===== src/sv/tcd_pkg.sv =====
// Shared types, constants and codes for the text cursor command generator.
package tcd_pkg;

  // Cell geometry and screen limits
  localparam int CELL_HEIGHT = 16;
  localparam int CELL_WIDTH  = 8;
  localparam int MAX_COLS    = 256;
  localparam int MAX_ROWS    = 128;
  localparam int TAB_STOP    = 8;

  // Command queue depth between front and back (2..16)
  localparam int QUEUE_DEPTH_DEF = 2;

  localparam int PX_W    = 11;
  localparam int COL_W   = 8;
  localparam int ROW_W   = 7;
  localparam int COLS_W  = 9;
  localparam int ROWS_W  = 8;
  localparam int COLOR_W = 24;
  localparam int CHAR_W  = 8;

  // Output payload layout in tdata, lowest bit first
  localparam int TD_TOP    = 0;
  localparam int TD_LEFT   = TD_TOP + PX_W;
  localparam int TD_BOTTOM = TD_LEFT + PX_W;
  localparam int TD_RIGHT  = TD_BOTTOM + PX_W;
  localparam int TD_GLYPH  = TD_RIGHT + PX_W;
  localparam int TD_COLOR  = TD_GLYPH + CHAR_W;
  localparam int TD_USED   = TD_COLOR + COLOR_W;
  localparam int TD_W      = ((TD_USED + 7) / 8) * 8;

  // Control characters
  localparam logic [CHAR_W-1:0] CH_NUL     = 8'd0;
  localparam logic [CHAR_W-1:0] CH_TAB     = 8'd9;
  localparam logic [CHAR_W-1:0] CH_NEWLINE = 8'd10;
  localparam logic [CHAR_W-1:0] CH_CR      = 8'd13;

  // Register map
  localparam int CFG_ADDR_W = 4;
  typedef enum logic [1:0] {
    REG_ENABLED = 2'd0,
    REG_COLS    = 2'd1,
    REG_ROWS    = 2'd2,
    REG_FG      = 2'd3
  } reg_idx_t;

  localparam logic [COLS_W-1:0]  COLS_RST = 9'd80;
  localparam logic [ROWS_W-1:0]  ROWS_RST = 8'd25;
  localparam logic [COLOR_W-1:0] FG_RST   = 24'hFFFFFF;

  typedef enum logic [1:0] {
    OP_FILL   = 2'd0,
    OP_GLYPH  = 2'd1,
    OP_SCROLL = 2'd2,
    OP_CLEAR  = 2'd3
  } op_t;

  // What follows the optional cell fill and glyph of a job
  typedef enum logic [1:0] {
    TAIL_NONE    = 2'd0,
    TAIL_SCROLL  = 2'd1,
    TAIL_ROWFILL = 2'd2,
    TAIL_CLEAR   = 2'd3
  } tail_t;

  typedef enum logic [1:0] {
    PH_FILL  = 2'd0,
    PH_GLYPH = 2'd1,
    PH_TAIL  = 2'd2
  } phase_t;

  typedef struct packed {
    logic               enabled;
    logic [COLS_W-1:0]  cols;
    logic [ROWS_W-1:0]  rows;
    logic [COLOR_W-1:0] fg;
  } cfg_t;

  typedef struct packed {
    logic               cell_en;
    tail_t              tail;
    logic [ROW_W-1:0]   cell_row;
    logic [COL_W-1:0]   cell_col;
    logic [ROW_W-1:0]   fill_row;
    logic [COLS_W-1:0]  fill_cols;
    logic [CHAR_W-1:0]  glyph;
    logic [COLOR_W-1:0] color;
  } job_t;

  typedef struct packed {
    op_t                op;
    logic [PX_W-1:0]    top;
    logic [PX_W-1:0]    left;
    logic [PX_W-1:0]    bottom;
    logic [PX_W-1:0]    right;
    logic [CHAR_W-1:0]  glyph;
    logic [COLOR_W-1:0] color;
    logic               last;
  } cmd_t;

endpackage


===== src/sv/text_cursor_display_commands_top.sv =====
// Top level of the text cursor command generator: register file, front, queue, back.
//
//   Channel  Direction  Handshake                    Payload
//   in_      slave      in_tvalid / in_tready        tuser = command, tdata = char_code
//   out_     master     out_tvalid / out_tready      tuser = op, tdata = coords/glyph/color,
//                                                    tlast = last
//   cfg_     APB        psel / penable / pready      4 registers at byte address 4*i
//
// An item is taken when the job queue has room; the sequencer issues one display command
// per cycle while out_tready allows, so a printable character yields a fill, a glyph and an
// optional scroll, and any other item at most one. The single output register sets that rate.
// The job queue lets the next items be accepted while commands wait on out_tready.
// Reset is synchronous: it clears the cursor, the queue and the output register.
module text_cursor_display_commands_top #(
  parameter int QUEUE_DEPTH = tcd_pkg::QUEUE_DEPTH_DEF
) (
  input  logic                           clk,
  input  logic                           rst_n,
  // input item
  input  logic                           in_tvalid,
  output logic                           in_tready,
  input  logic [tcd_pkg::CHAR_W-1:0]     in_tdata,   // [7:0] char_code
  input  logic                           in_tuser,   // [0] command
  // display command
  output logic                           out_tvalid,
  input  logic                           out_tready,
  output logic [tcd_pkg::TD_W-1:0]       out_tdata,  // [10:0] top_px, [21:11] left_px,
                                                     // [32:22] bottom_px, [43:33] right_px,
                                                     // [51:44] glyph, [75:52] color, zero above
  output logic [1:0]                     out_tuser,  // [1:0] op
  output logic                           out_tlast,
  // configuration
  input  logic                           cfg_psel,
  input  logic                           cfg_penable,
  input  logic                           cfg_pwrite,
  input  logic [tcd_pkg::CFG_ADDR_W-1:0] cfg_paddr,
  input  logic [31:0]                    cfg_pwdata,
  output logic [31:0]                    cfg_prdata,
  output logic                           cfg_pready
);
  import tcd_pkg::*;

  cfg_t     cfg_r, cfg_nxt;
  reg_idx_t reg_idx;
  logic     wr_en;
  logic     q_full, q_push, q_pop, q_valid;
  job_t     push_job, pop_job;
  cmd_t     out_cmd;

  assign cfg_pready = 1'b1;
  assign reg_idx    = reg_idx_t'(cfg_paddr[3:2]);
  assign wr_en      = cfg_psel && cfg_penable && cfg_pwrite && cfg_pready;

  always_comb begin
    cfg_nxt = cfg_r;
    if (wr_en) begin
      unique case (reg_idx)
        REG_ENABLED: cfg_nxt.enabled = cfg_pwdata[0];
        REG_COLS:    cfg_nxt.cols    = cfg_pwdata[COLS_W-1:0];
        REG_ROWS:    cfg_nxt.rows    = cfg_pwdata[ROWS_W-1:0];
        REG_FG:      cfg_nxt.fg      = cfg_pwdata[COLOR_W-1:0];
      endcase
    end
  end

  always_comb begin
    unique case (reg_idx)
      REG_ENABLED: cfg_prdata = 32'(cfg_r.enabled);
      REG_COLS:    cfg_prdata = 32'(cfg_r.cols);
      REG_ROWS:    cfg_prdata = 32'(cfg_r.rows);
      REG_FG:      cfg_prdata = 32'(cfg_r.fg);
    endcase
  end

  always_ff @(posedge clk) begin
    if (!rst_n) begin
      cfg_r.enabled <= 1'b0;
      cfg_r.cols    <= COLS_RST;
      cfg_r.rows    <= ROWS_RST;
      cfg_r.fg      <= FG_RST;
    end else begin
      cfg_r <= cfg_nxt;
    end
  end

  tcd_front u_front (
    .clk       (clk),
    .rst_n     (rst_n),
    .cfg       (cfg_r),
    .in_tvalid (in_tvalid),
    .in_tready (in_tready),
    .in_tuser  (in_tuser),
    .in_tdata  (in_tdata),
    .q_full    (q_full),
    .push      (q_push),
    .job       (push_job)
  );

  tcd_queue #(
    .DEPTH (QUEUE_DEPTH)
  ) u_queue (
    .clk       (clk),
    .rst_n     (rst_n),
    .push      (q_push),
    .push_data (push_job),
    .full      (q_full),
    .pop       (q_pop),
    .pop_valid (q_valid),
    .pop_data  (pop_job)
  );

  tcd_back u_back (
    .clk        (clk),
    .rst_n      (rst_n),
    .q_valid    (q_valid),
    .q_job      (pop_job),
    .q_pop      (q_pop),
    .out_tvalid (out_tvalid),
    .out_tready (out_tready),
    .out_cmd    (out_cmd)
  );

  assign out_tdata = {(TD_W - TD_USED)'(0), out_cmd.color, out_cmd.glyph,
                      out_cmd.right, out_cmd.bottom, out_cmd.left, out_cmd.top};
  assign out_tuser = out_cmd.op;
  assign out_tlast = out_cmd.last;

endmodule


===== src/sv/tcd_front.sv =====
// Front end: accepts items, tracks the cursor and queues drawing jobs.
module tcd_front (
  input  logic                        clk,
  input  logic                        rst_n,
  input  tcd_pkg::cfg_t               cfg,
  input  logic                        in_tvalid,
  output logic                        in_tready,
  input  logic                        in_tuser,
  input  logic [tcd_pkg::CHAR_W-1:0]  in_tdata,
  input  logic                        q_full,
  output logic                        push,
  output tcd_pkg::job_t               job
);
  import tcd_pkg::*;

  logic [COL_W-1:0]  col_r, col_nxt;
  logic [ROW_W-1:0]  row_r, row_nxt;
  logic              accept;
  logic [COLS_W-1:0] cols_eff;
  logic [ROWS_W-1:0] rows_eff;
  logic [COL_W-1:0]  col_s;
  logic [ROW_W-1:0]  row_s;
  logic [ROW_W-1:0]  row_inc;
  logic              at_bottom;
  logic [COLS_W-1:0] tab_nc;
  logic [COLS_W-1:0] col_inc;

  assign in_tready = !q_full;
  assign accept    = in_tvalid && !q_full;

  // Clamp dimensions, then pull the cursor back inside the screen
  always_comb begin
    if (cfg.cols == '0) begin
      cols_eff = COLS_W'(1);
    end else if (cfg.cols > COLS_W'(MAX_COLS)) begin
      cols_eff = COLS_W'(MAX_COLS);
    end else begin
      cols_eff = cfg.cols;
    end
    if (cfg.rows == '0) begin
      rows_eff = ROWS_W'(1);
    end else if (cfg.rows > ROWS_W'(MAX_ROWS)) begin
      rows_eff = ROWS_W'(MAX_ROWS);
    end else begin
      rows_eff = cfg.rows;
    end
  end

  assign col_s     = ({1'b0, col_r} >= cols_eff) ? COL_W'(cols_eff - 1'b1) : col_r;
  assign row_s     = ({1'b0, row_r} >= rows_eff) ? ROW_W'(rows_eff - 1'b1) : row_r;
  assign at_bottom = ({1'b0, row_s} + ROWS_W'(1)) >= rows_eff;
  assign row_inc   = row_s + ROW_W'(1);
  assign tab_nc    = (COLS_W'(col_s) + COLS_W'(TAB_STOP)) & ~COLS_W'(TAB_STOP - 1);
  assign col_inc   = COLS_W'(col_s) + COLS_W'(1);

  always_comb begin
    col_nxt       = col_r;
    row_nxt       = row_r;
    push          = 1'b0;
    job.cell_en   = 1'b0;
    job.tail      = TAIL_NONE;
    job.cell_row  = row_s;
    job.cell_col  = col_s;
    job.fill_row  = row_inc;
    job.fill_cols = cols_eff;
    job.glyph     = in_tdata;
    job.color     = cfg.fg;
    if (accept && cfg.enabled) begin
      if (in_tuser) begin
        col_nxt  = '0;
        row_nxt  = '0;
        push     = 1'b1;
        job.tail = TAIL_CLEAR;
      end else begin
        unique case (in_tdata)
          CH_NUL: begin
          end
          CH_NEWLINE: begin
            col_nxt = '0;
            push    = 1'b1;
            if (at_bottom) begin
              row_nxt  = row_s;
              job.tail = TAIL_SCROLL;
            end else begin
              row_nxt  = row_inc;
              job.tail = TAIL_ROWFILL;
            end
          end
          CH_CR: begin
            col_nxt = '0;
            row_nxt = row_s;
          end
          CH_TAB: begin
            if (tab_nc >= cols_eff) begin
              col_nxt = '0;
              if (at_bottom) begin
                row_nxt  = row_s;
                push     = 1'b1;
                job.tail = TAIL_SCROLL;
              end else begin
                row_nxt = row_inc;
              end
            end else begin
              col_nxt = tab_nc[COL_W-1:0];
              row_nxt = row_s;
            end
          end
          default: begin
            push        = 1'b1;
            job.cell_en = 1'b1;
            if (col_inc >= cols_eff) begin
              col_nxt = '0;
              if (at_bottom) begin
                row_nxt  = row_s;
                job.tail = TAIL_SCROLL;
              end else begin
                row_nxt = row_inc;
              end
            end else begin
              col_nxt = col_inc[COL_W-1:0];
              row_nxt = row_s;
            end
          end
        endcase
      end
    end
  end

  always_ff @(posedge clk) begin
    if (!rst_n) begin
      col_r <= '0;
      row_r <= '0;
    end else begin
      col_r <= col_nxt;
      row_r <= row_nxt;
    end
  end

endmodule


===== src/sv/tcd_queue.sv =====
// Short job queue between the front end and the command sequencer.
module tcd_queue #(
  parameter int DEPTH = tcd_pkg::QUEUE_DEPTH_DEF
) (
  input  logic          clk,
  input  logic          rst_n,
  input  logic          push,
  input  tcd_pkg::job_t push_data,
  output logic          full,
  input  logic          pop,
  output logic          pop_valid,
  output tcd_pkg::job_t pop_data
);
  import tcd_pkg::*;

  localparam int PTR_W = $clog2(DEPTH);
  localparam int CNT_W = $clog2(DEPTH + 1);

  job_t             mem_r [DEPTH];
  logic [PTR_W-1:0] wr_ptr_r, wr_ptr_nxt;
  logic [PTR_W-1:0] rd_ptr_r, rd_ptr_nxt;
  logic [CNT_W-1:0] count_r, count_nxt;
  logic             do_push, do_pop;

  assign full      = (count_r == CNT_W'(DEPTH));
  assign pop_valid = (count_r != '0);
  assign pop_data  = mem_r[rd_ptr_r];
  assign do_push   = push && !full;
  assign do_pop    = pop && pop_valid;

  always_comb begin
    wr_ptr_nxt = wr_ptr_r;
    rd_ptr_nxt = rd_ptr_r;
    count_nxt  = count_r;
    if (do_push) begin
      wr_ptr_nxt = (wr_ptr_r == PTR_W'(DEPTH - 1)) ? '0 : wr_ptr_r + PTR_W'(1);
    end
    if (do_pop) begin
      rd_ptr_nxt = (rd_ptr_r == PTR_W'(DEPTH - 1)) ? '0 : rd_ptr_r + PTR_W'(1);
    end
    if (do_push && !do_pop) begin
      count_nxt = count_r + CNT_W'(1);
    end else if (do_pop && !do_push) begin
      count_nxt = count_r - CNT_W'(1);
    end
  end

  always_ff @(posedge clk) begin
    if (!rst_n) begin
      wr_ptr_r <= '0;
      rd_ptr_r <= '0;
      count_r  <= '0;
    end else begin
      wr_ptr_r <= wr_ptr_nxt;
      rd_ptr_r <= rd_ptr_nxt;
      count_r  <= count_nxt;
    end
  end

  always_ff @(posedge clk) begin
    if (do_push) begin
      mem_r[wr_ptr_r] <= push_data;
    end
  end

endmodule


===== src/sv/tcd_back.sv =====
// Back end: expands each job into display commands behind an output register.
module tcd_back (
  input  logic                      clk,
  input  logic                      rst_n,
  input  logic                      q_valid,
  input  tcd_pkg::job_t             q_job,
  output logic                      q_pop,
  output logic                      out_tvalid,
  input  logic                      out_tready,
  output tcd_pkg::cmd_t             out_cmd
);
  import tcd_pkg::*;

  localparam logic [PX_W-1:0] CH_PX = PX_W'(CELL_HEIGHT);
  localparam logic [PX_W-1:0] CW_PX = PX_W'(CELL_WIDTH);

  job_t            job_r, job_nxt;
  logic            job_valid_r, job_valid_nxt;
  phase_t          phase_r, phase_nxt;
  logic            out_valid_r, out_valid_nxt;
  cmd_t            out_cmd_r, out_cmd_nxt;
  cmd_t            cmd;
  logic            slot_free;
  logic            emit;
  logic            load;
  logic [PX_W-1:0] cell_top, cell_left, fill_top, fill_right;

  assign slot_free = !out_valid_r || out_tready;
  assign emit      = job_valid_r && slot_free;
  assign load      = q_valid && (!job_valid_r || (emit && cmd.last));
  assign q_pop     = load;

  // Coordinates wrap at 11 bits; every resulting edge fits in 11 bits
  assign cell_top   = PX_W'(job_r.cell_row) * CH_PX;
  assign cell_left  = PX_W'(job_r.cell_col) * CW_PX;
  assign fill_top   = PX_W'(job_r.fill_row) * CH_PX;
  assign fill_right = PX_W'(job_r.fill_cols) * CW_PX - PX_W'(1);

  // Next phase, job and job valid
  always_comb begin
    phase_nxt     = phase_r;
    job_nxt       = job_r;
    job_valid_nxt = job_valid_r;
    if (load) begin
      job_nxt       = q_job;
      job_valid_nxt = 1'b1;
      phase_nxt     = q_job.cell_en ? PH_FILL : PH_TAIL;
    end else if (emit) begin
      if (cmd.last) begin
        job_valid_nxt = 1'b0;
      end
      unique case (phase_r)
        PH_FILL:  phase_nxt = PH_GLYPH;
        PH_GLYPH: phase_nxt = PH_TAIL;
        PH_TAIL:  phase_nxt = PH_TAIL;
        default:  phase_nxt = PH_TAIL;
      endcase
    end
  end

  // Command for the current phase
  always_comb begin
    cmd = '0;
    unique case (phase_r)
      PH_FILL: begin
        cmd.op     = OP_FILL;
        cmd.top    = cell_top;
        cmd.left   = cell_left;
        cmd.bottom = cell_top + CH_PX - PX_W'(1);
        cmd.right  = cell_left + CW_PX - PX_W'(1);
      end
      PH_GLYPH: begin
        cmd.op    = OP_GLYPH;
        cmd.top   = cell_top;
        cmd.left  = cell_left;
        cmd.glyph = job_r.glyph;
        cmd.color = job_r.color;
        cmd.last  = (job_r.tail == TAIL_NONE);
      end
      PH_TAIL: begin
        cmd.last = 1'b1;
        unique case (job_r.tail)
          TAIL_SCROLL: cmd.op = OP_SCROLL;
          TAIL_CLEAR:  cmd.op = OP_CLEAR;
          TAIL_ROWFILL: begin
            cmd.op     = OP_FILL;
            cmd.top    = fill_top;
            cmd.bottom = fill_top + CH_PX - PX_W'(1);
            cmd.right  = fill_right;
          end
          TAIL_NONE: cmd.op = OP_FILL;
        endcase
      end
      default: cmd = '0;
    endcase
  end

  always_comb begin
    out_valid_nxt = out_valid_r;
    out_cmd_nxt   = out_cmd_r;
    if (slot_free) begin
      out_valid_nxt = emit;
      if (emit) begin
        out_cmd_nxt = cmd;
      end
    end
  end

  always_ff @(posedge clk) begin
    if (!rst_n) begin
      job_valid_r <= 1'b0;
      phase_r     <= PH_TAIL;
      out_valid_r <= 1'b0;
    end else begin
      job_valid_r <= job_valid_nxt;
      phase_r     <= phase_nxt;
      out_valid_r <= out_valid_nxt;
    end
  end

  always_ff @(posedge clk) begin
    job_r     <= job_nxt;
    out_cmd_r <= out_cmd_nxt;
  end

  assign out_tvalid = out_valid_r;
  assign out_cmd    = out_cmd_r;

endmodule


===== config.mk =====
export PLATFORM = sky130hd
export DESIGN_NAME = text_cursor_display_commands_top
export DESIGN_NICKNAME = d
export VERILOG_FILES = /design/src/sv/tcd_pkg.sv /design/src/sv/text_cursor_display_commands_top.sv /design/src/sv/tcd_front.sv /design/src/sv/tcd_queue.sv /design/src/sv/tcd_back.sv
export SDC_FILE = /design/constraint.sdc
export NUM_CORES = 1
export LEC_CHECK = 0
export BUFFER_PORTS_ARGS = -buffer_cell sky130_fd_sc_hd__buf_2
export CAP_MARGIN = 10
export CORE_MARGIN = 1.5
export CORE_UTILIZATION = 50
export CTS_CLUSTER_SIZE = 30
export DETAILED_ROUTE_END_ITERATION = 12
export PLACE_DENSITY = 0.73
export SLEW_MARGIN = 20
export SYNTH_ARGS = -nofsm -noshare
export SYNTH_HDL_FRONTEND = slang
export SYNTH_SLANG_ARGS = --single-unit
export TNS_END_PERCENT = 10

===== constraint.sdc =====
create_clock -name clk -period 6.5 [get_ports clk]
set_input_delay 0.325 -clock clk [delete_from_list [all_inputs] [get_ports clk]]
set_output_delay 0.325 -clock clk [all_outputs]
set_load 0.01 [all_outputs]

== Word level (Yosys, flattened, before mapping) ==
Memory sizes are Yosys's and may differ from the RTL's. A register that Yosys moved wholly into a read port is not among the register bits.
Index checks and enable logic that the tools add are counted.
Word-level totals
  memories: 1
  memory bits (writable): 132
  output and inout port bits: 118
  bits in registers: 208
  word-level logic and storage cells: 157
Operators by class
  multiplexer cells: 51
  order comparisons: 7
  equality and inequality tests: 13
  reductions and logical operators: 40
  add/sub/neg operators: 17
Memory list
  u_queue.mem_r: depth 2, bits a word 66, read ports 1, clocked after Yosys merged registers in 1, write ports 1, line tcd_queue.sv:19  | job_t mem_r [DEPTH];
Operators by type and width (count)
  $pmux W32 S4: 1
  $mux W8: 6
  $pmux W22 S2: 1
  $sub A11 B1 Y11 const B: 4
  $pmux W13 S3: 1
  $mux W7: 5
  $pmux W7 S4: 1
  $eq A8 B4 Y1 const B: 3
  $pmux W8 S3: 1
  $add A11 B5 Y11 const B: 2
  $mux W22: 1
  $mux W2: 10
  $ge A9 B9 Y1: 2
  $mux W9: 2
  $logic_not A8 Y1: 2
  $mux W1: 16
  $reduce_and A2 Y1: 7
  $eq A2 B2 Y1 const B: 6
  $pmux W2 S3: 2
  $add A11 B4 Y11 const B: 1
  $logic_and A1 B1 Y1: 11
  $mux W11: 1
  $add A8 B1 Y9 const B: 1
  $add A8 B4 Y9 const B: 1
  23 further kinds: 40

== Logic depth before layout (Yosys ltp) ==
Gate-level depths: netlist (run 1).
  word-level depth: 17
  gate-level depth with buffers: 29
  mapped depth without buffers: 27

== Modules after synthesis ==
A second synthesis (run 1) with hierarchy kept.
Second synthesis, totals
  cell total of the unflattened synthesis: 1173
  area, all modules: 15240.9 sq um
By module, submodules not included
  tcd_queue: area an instance 5006.1 sq um, instances 1, cells an instance 230
  tcd_back: area an instance 4956.0 sq um, instances 1, cells an instance 286
  tcd_front: area an instance 3138.0 sq um, instances 1, cells an instance 418
  text_cursor_display_commands_top: area an instance 2140.8 sq um, instances 1, cells an instance 239

== Worst setup path after synthesis (run 1) ==
Ideal clock, no wire load.
  path type: register to register
  start point: register cfg_r[27] in the netlist's numbering
  end point: memory u_queue.mem_r[1][0] in the netlist's numbering, enable pin
  path buffers: 2
  cell stages (with the launch flop): 25
  slack: 0.113 ns
  period minus slack after synthesis: 6.387 ns
  arrival: 5.957 ns
  cells stage by stage: dfxtp_1 > buf_2 > nor4_1 > a21oi_1 > nor2_1 > ha_1 > nor2b_1 > o21ai_0 > nand4_1 > a211oi_2 > buf_2 > nand2_1 > o21ai_0 > inv_1 > ha_1 > nand4_1 > mux2i_1 > xnor2_1 > ha_1 > o21a_1 > nor2_1 > a2111oi_0 > o21ai_1 > a21oi_2 > and2_1
RTL lines
  start: declaration: line text_cursor_display_commands_top.sv:43  | cfg_t cfg_r, cfg_nxt;
  start signal: assignment: line text_cursor_display_commands_top.sv:82  | cfg_r <= cfg_nxt;
  end: declaration: line tcd_queue.sv:19

==> flow_summary.ini, run 1 <==
[pwr]
power_density_nw_per_um2 = 335
peakVddDrop_uv = 220
p_leak_nw = 6.46

[worst_hold_path]
hold_depth = 3
hold_path.class = input pin to flop

[clocking]
clk_pin_slew_ps = 60
htreeDepth = 2
cts_max_path_buffers = 3
cts_root_buf = clkbuf_16
clock_sinks = 326
hold_buffers = 0
clkLatencyLatePin_ps = 510
cts_tree = yes
postCtsSetupRepairBufs = 0
numCtsBuffers = 34

[timing]
fin_skew_ps = 18.1
finalHoldViolCount = 0
min_period_ps = 6000
setup_viol_count_final = 0
worst_slew_pin_slew_ps = 1130
max-slew-margin-rel_pct = 25.0
fmax_ghz = 0.167
rsz0062_at_grt = no
period_share_pct = 92.3
layout_setup_ws_ps = 498
tns_ps = 0
slew_violations = 0

[routing]
drtIter0Drc = 768
via_count = 9119
avgRoutedWirePerCell_um = 18.1
postRouteAntennaNets = 0
routed_via_density = 5.45
wirelength_um = 30300
drt-pass1-iter-count = 5
drc = 0

[logic_synthesis]
synth_edf_count = 260
yosysUniqueCellTypes = 74
synthFlopType = edfxtp_1
yosys_warnings = 0
seq_area_frac_synth_pct = 62.8
syn_avg_cell_area_um2 = 12.9
async_reset_ff_share_pct = 0
netlist_area_um2 = 14500
synth_seq_cells = 326
syn_inst = 1128

[critical_path]
cpMostUsedCell = ha_1
crit_cells = 22
r2r_cells = 22
reg2reg_slack_ps = 500
startpoint_type = flop
critical_path.top_delay_family = compound AO/OA/AOI/OAI gates
worst_ep_arrival_time_ps = 6430
slowest_stage = or4_4
crit_chain = or4_4 -> nor4_1 -> o21ai_1 -> inv_1 -> ha_1 -> nand2b_1 -> a31oi_1 -> o21a_1 -> nor2_4 -> mux2i_1 -> inv_1 -> ha_1 -> xor2_1 -> ha_1 -> nand4_1 -> a221oi_2 -> o21ba_2 -> o21ai_1 -> a21oi_2 -> ha_1 -> or3_1 -> a21boi_0
critPathBufInv = 2
critical_path.max_fanout = 15
critical_path_class = flop to flop
cp.required_ps = 6930
worstSetupEndpointType = flop
cpPeakStageDelay_ps = 630

[final_layout]
drive_above_1_share_pct = 23.3
diodes = 0
area.growth.synth_to_final_pct = 14.3
nets = 1366
fill_cells = 2252

[grt]
grt_pass1_vias = 8628
grt_max_degree = 67
track_usage_pct = 20.0
grt_overflow = 0
antenna_found_initial = 0
grt_pass1_wl_um = 47100

[floorplan]
die_area_um2 = 30100
core-area_um2 = 28700
die_y_um = 174
ioPinCount = 170
start_util_pct = 50.7
row_count = 62
fp.dieW_um = 174

[placement]
post-place-ws_ps = 436
hpwl_um = 21100
portBuffers = 139
gp_routability_congestion = 0.862

[flow_run]
drv_cap = 0

[run_status]
status = complete, no violations
state kept, by name (all words and copies together) (netlist names), named ones only:
signal	count
cfg_r	42
u_back.job_r	64
u_back.job_valid_r	1
u_back.out_cmd	66
u_back.out_tvalid	1
u_back.phase_r	2
u_front.col_r	8
u_front.row_r	7
u_queue.count_r	2
u_queue.mem_r	130
u_queue.rd_ptr_r	1
u_queue.wr_ptr_r	1
power by group:
part	switching (mW)	internal, mW	leakage (nW)	total, mW
registers	0.125	2.70	2.93	2.82
logic	0.549	0.340	3.02	0.889
clock network	0.763	1.10	0.514	1.86
logic make-up after synthesis:
family	count (synthesis)	share of synthesized area, %
simple gates	354	12.1
flops	326	62.8
compound gates	163	8.02
buf+inv	111	3.77
mux	94	7.27
fa+ha+maj	50	4.30
xor+xnor	28	1.74
other cells	2	0.0516
worst min-delay path, cell delays in order:
cell     delay [ps]
buf_2            70
nand2_1          40
nand3_1          60
path summary, 6_finish.rpt:
kind	from	end
setup reg to reg	cfg_r[35]	u_queue.count_r[1]
hold / removal	cfg_pwdata[13]	cfg_r[13]
hold reg to reg	cfg_r[5]	u_queue.mem_r[0][5]
setup / recovery	cfg_r[35]	u_queue.count_r[1]
synthesized netlist by cell type, types with 3 or more instances:
| library cell | instances | share of area, % |
|---|---|---|
| a22oi_1 | 9 | 0.46 |
| o21ai_0 | 36 | 1.2 |
| o21a_1 | 8 | 0.41 |
| nand4_1 | 7 | 0.30 |
| nand3_1 | 35 | 1.2 |
| inv_1 | 38 | 0.98 |
| nor2_1 | 40 | 1.0 |
| ha_1 | 50 | 4.3 |
| mux2_2 | 73 | 5.7 |
| a211oi_1 | 5 | 0.26 |
| a2111oi_0 | 4 | 0.24 |
| o31ai_1 | 5 | 0.26 |
| xnor2_1 | 15 | 0.90 |
| a22o_1 | 16 | 0.96 |
| a21o_1 | 5 | 0.26 |
| nand2_1 | 138 | 3.6 |
| and3_1 | 21 | 0.90 |
| buf_2 | 3 | 0.10 |
| nor4_1 | 5 | 0.22 |
| nor3_1 | 12 | 0.41 |
| o21ai_1 | 5 | 0.17 |
| or3_1 | 3 | 0.13 |
| dfxtp_1 | 66 | 9.1 |
| xor2_1 | 12 | 0.72 |
| edfxtp_1 | 260 | 54 |
| buf_4 | 28 | 1.4 |
| a21boi_0 | 10 | 0.52 |
| o21ai_2 | 3 | 0.18 |
| clkbuf_1 | 38 | 0.98 |
| mux2i_1 | 19 | 1.3 |
| nor3b_1 | 5 | 0.26 |
| nor2b_1 | 17 | 0.73 |
| a21oi_1 | 29 | 1.0 |
| nand2b_1 | 6 | 0.26 |
| and2_1 | 49 | 2.1 |
| a31oi_1 | 5 | 0.22 |
| buf_6 | 3 | 0.23 |
what timing repair did:
action                     4_1_cts  5_1_grt
hold endpoints to repair         0        0
setup endpoints to repair        0      101
resized for setup                0        2
metrics by stage:
stage,instance area [um2],power [mW],instances,utilization [%],hold slack (ps)
after floorplan,14600,3.47,1146,-,424
after detailed placement,15500,3.77,1612,54.2,472
after global routing,16600,5.81,1674,57.9,23.2
after global placement,15500,3.73,1612,54.2,457
after CTS,16600,5.61,1674,57.9,17.0
final,16600,5.57,1674,57.9,23.0
placed cells by master (no fill, tap or decap), drive strengths merged, types with 8 or more instances in the layout:
| master | n |
|---|---|
| mux2i | 20 |
| nand3 | 35 |
| and2 | 50 |
| o21ai | 44 |
| xor2 | 13 |
| a21boi | 10 |
| ha | 50 |
| clkbuf | 45 |
| a22o | 16 |
| conb | 20 |
| a22oi | 9 |
| clkinv | 10 |
| buf | 154 |
| edfxtp | 260 |
| inv | 42 |
| nor2 | 41 |
| mux2 | 73 |
| a21oi | 31 |
| and3 | 21 |
| o21a | 8 |
| nand2 | 138 |
| nor3 | 12 |
| xnor2 | 15 |
| nor2b | 17 |
| dfxtp | 66 |
layer usage:
layer,wire length [um],share of wire (%),up-vias,global-route usage (%)
li1,-,-,4355,-
met1,14000,46,4394,29.0
met2,14000,46,330,31.9
met3,1870,6.2,40,2.81
met4,504,1.7,0,5.24
met5,0,0,-,0
cell type report:
type | count | area, um2 | area share, %
clock inverter | 17 | 178 | 1.07
timing repair buffer | 154 | 833 | 5.01
sequential | 326 | 9130 | 54.9
tap | 384 | 480 | 2.89
multi-input combinational | 709 | 4960 | 29.8
clock buffer | 45 | 892 | 5.37
inverter | 39 | 146 | 0.881
Power figures use the tool's default switching activity.
==> inputs of run 2 (changes only) <==
--- a/config.mk
+++ b/config.mk
@@ -8,10 +8,11 @@
 export BUFFER_PORTS_ARGS = -buffer_cell sky130_fd_sc_hd__buf_2
 export CAP_MARGIN = 10
 export CORE_MARGIN = 1.5
-export CORE_UTILIZATION = 50
+export CORE_UTILIZATION = 53
 export CTS_CLUSTER_SIZE = 30
 export DETAILED_ROUTE_END_ITERATION = 12
-export PLACE_DENSITY = 0.73
+export PLACE_DENSITY = 0.76
+export SKIP_LAST_GASP = 1
 export SLEW_MARGIN = 20
 export SYNTH_ARGS = -nofsm -noshare
 export SYNTH_HDL_FRONTEND = slang
==> run 2 against run 1 <==
Highest routed layer unchanged. Non-clock buffer count grew 4. Clock power is essentially flat. First-iteration DRC count down 14%.
==> flow_summary.ini, run 2 (synthesis gave the netlist of run 1 again) <==
[pwr]
power_density_nw_per_um2 = 334
p_leak_nw = 6.49
peakVddDrop_uv = 218

[clocking]
clkLatencyLatePin_ps = 530
cts_max_path_buffers = 3
cts_tree = yes
numCtsBuffers = 34
clk_pin_slew_ps = 60
cts_root_buf = clkbuf_16
htreeDepth = 2
postCtsSetupRepairBufs = 0
clock_sinks = 326

[grt]
track_usage_pct = 21.7
grt_max_degree = 67
grt_pass1_wl_um = 48100
grt_overflow = 0
grt_pass1_vias = 8867
antenna_found_initial = 0

[timing]
worst_slew_pin_slew_ps = 965
period_share_pct = 90.7
tns_ps = 0
slew_violations = 0
rsz0062_at_grt = no
finalHoldViolCount = 0
min_period_ps = 5900
setup_viol_count_final = 0
fin_skew_ps = 19.2
fmax_ghz = 0.170
max-slew-margin-rel_pct = 34.0

[critical_path]
worstSetupEndpointType = flop
slowest_stage = or4_4
critical_path_class = flop to flop
critPathBufInv = 3
startpoint_type = flop
crit_chain = or4_4 -> nor4_1 -> o21ai_1 -> inv_1 -> ha_1 -> nand2b_1 -> a31oi_1 -> o21a_1 -> nor2_4 -> mux2i_1 -> inv_1 -> ha_1 -> xor2_1 -> ha_1 -> nand4_1 -> a221oi_2 -> o21ba_2 -> o21ai_1 -> a21oi_2 -> and2_2 -> buf_12
worst_ep_arrival_time_ps = 6110
timing.rr.end = u_queue.mem_r[1][37]
cpMostUsedCell = ha_1
r2r_start = cfg_r[35]
cpPeakStageDelay_ps = 630
r2r_cells = 21
critical_path.max_fanout = 20
reg2reg_slack_ps = 600
critical_path.top_delay_family = simple AND/OR/NAND/NOR gates
cp.required_ps = 6720

[floorplan]
start_util_pct = 54.0
row_count = 60
fp.dieW_um = 169
die_y_um = 169
ioPinCount = 170
core-area_um2 = 27000
die_area_um2 = 28500

[worst_hold_path]
hold_path.class = input pin to flop
hp-start = cfg_pwdata[19]
hold_end = cfg_r[19]
hold_depth = 3

[final_layout]
diodes = 0
largest-register = u_queue.mem_r
drive_above_1_share_pct = 23.6
nets = 1370
mostFrequentLayoutCells = edfxtp_1, buf_2, nand2_1
instances_no_fill = 1635
largest_register_ffs = 130
area.growth.synth_to_final_pct = 14.3
layout_commonest_cell = edfxtp_1

[flow_run]
drv_cap = 0

[placement]
hpwl_um = 21200
dp_cells = 1572
portBuffers = 139
gp_routability_congestion = 0.907

[routing]
drc = 0
wirelength_um = 30300
postRouteAntennaNets = 0
avgRoutedWirePerCell_um = 18.5
drt-pass1-iter-count = 5
drtIter0Drc = 657
via_count = 9130
routed_via_density = 5.58

[run_status]
status = complete, no violations
-- run 2: cell types whose count changed in the layout (fill, tap and decap cells not counted), moves of 2 or more --
cell        change
clkinv_1        -5
inv_6           -4
clkinv_2        +3
buf_12          +2
bufinv_16       -2
clkbuf_8        +2
clkinvlp_4      +2
-- run 2: worst max path at each step --
stage | start | end | slack, ps | depth (start not counted)
CTS | cfg_r[35] | u_queue.mem_r[1][23] | 450 | 21
detailed placement | cfg_r[35] | u_queue.mem_r[1][15] | 460 | 22
global placement | cfg_r[35] | u_queue.mem_r[1][15] | 580 | 21
global route | cfg_r[27] | u_queue.mem_r[1][37] | 80 | 23
finish | cfg_r[35] | u_queue.mem_r[1][37] | 600 | 21
floorplan | cfg_r[27] | u_queue.mem_r[1][0] | 110 | 24
-- run 2: cell type report --
cell class	instances	area, um2
Fill cell	2033	10300
Timing Repair Buffer	158	891
Clock inverter	14	155
Inverter	39	146
Sequential cell	326	9130
Clock buffer	48	923
Multi-Input combinational cell	709	4960
Tap cell	341	427
-- run 2: metrics by stage --
stage / total power [mW] / hold slack [ps] / utilization [%] / worst slack (ps) / instance area, um2
global route: 5.80 / 14.4 / 61.7 / 78.1 / 16600
CTS: 5.61 / 3.09 / 61.7 / 451 / 16600
floorplan: 3.47 / 424 / - / 113 / 14600
global placement: 3.74 / 456 / 57.7 / 581 / 15500
detailed placement: 3.77 / 467 / 57.7 / 458 / 15500
finish: 5.56 / 13.9 / 61.7 / 605 / 16600
-- run 2: power by group --
group | total, mW | internal [mW] | switching [mW]
registers | 2.84 | 2.70 | 0.138
clock network | 1.84 | 1.05 | 0.787
logic | 0.881 | 0.340 | 0.542
total | 5.56 | 4.09 | 1.47
-- run 2: layer usage --
| metal | GRT usage [%] | up-vias | wire [um] | part of all wire (%) |
|---|---|---|---|---|
| met3 | 3.48 | 42 | 1960 | 6.5 |
| li1 | - | 4360 | - | - |
| met1 | 30.9 | 4390 | 13600 | 45 |
| met5 | 0 | - | 0 | 0 |
| met4 | 5.98 | 0 | 583 | 1.9 |
| met2 | 34.9 | 338 | 14200 | 47 |
-- run 2: worst reg2reg max path, cell delays in order, from the launching register on --
cell and delay, ps:
dfxtp_1 410, or4_4 630, nor4_1 190, o21ai_1 220, inv_1 190, ha_1 150
nand2b_1 100, a31oi_1 100, o21a_1 270, nor2_4 380, mux2i_1 320, inv_1 120
ha_1 300, xor2_1 220, ha_1 290, nand4_1 100, a221oi_2 300, o21ba_2 260
o21ai_1 110, a21oi_2 250, and2_2 460, buf_12 230
-- run 2: what timing repair did --
action / 4_1_cts / 5_1_grt
hold endpoints to repair: 1 / 0
resized for setup: 0 / 2
hold buffers: 1 / 0
endpoints found under the setup margin: 0 / 49
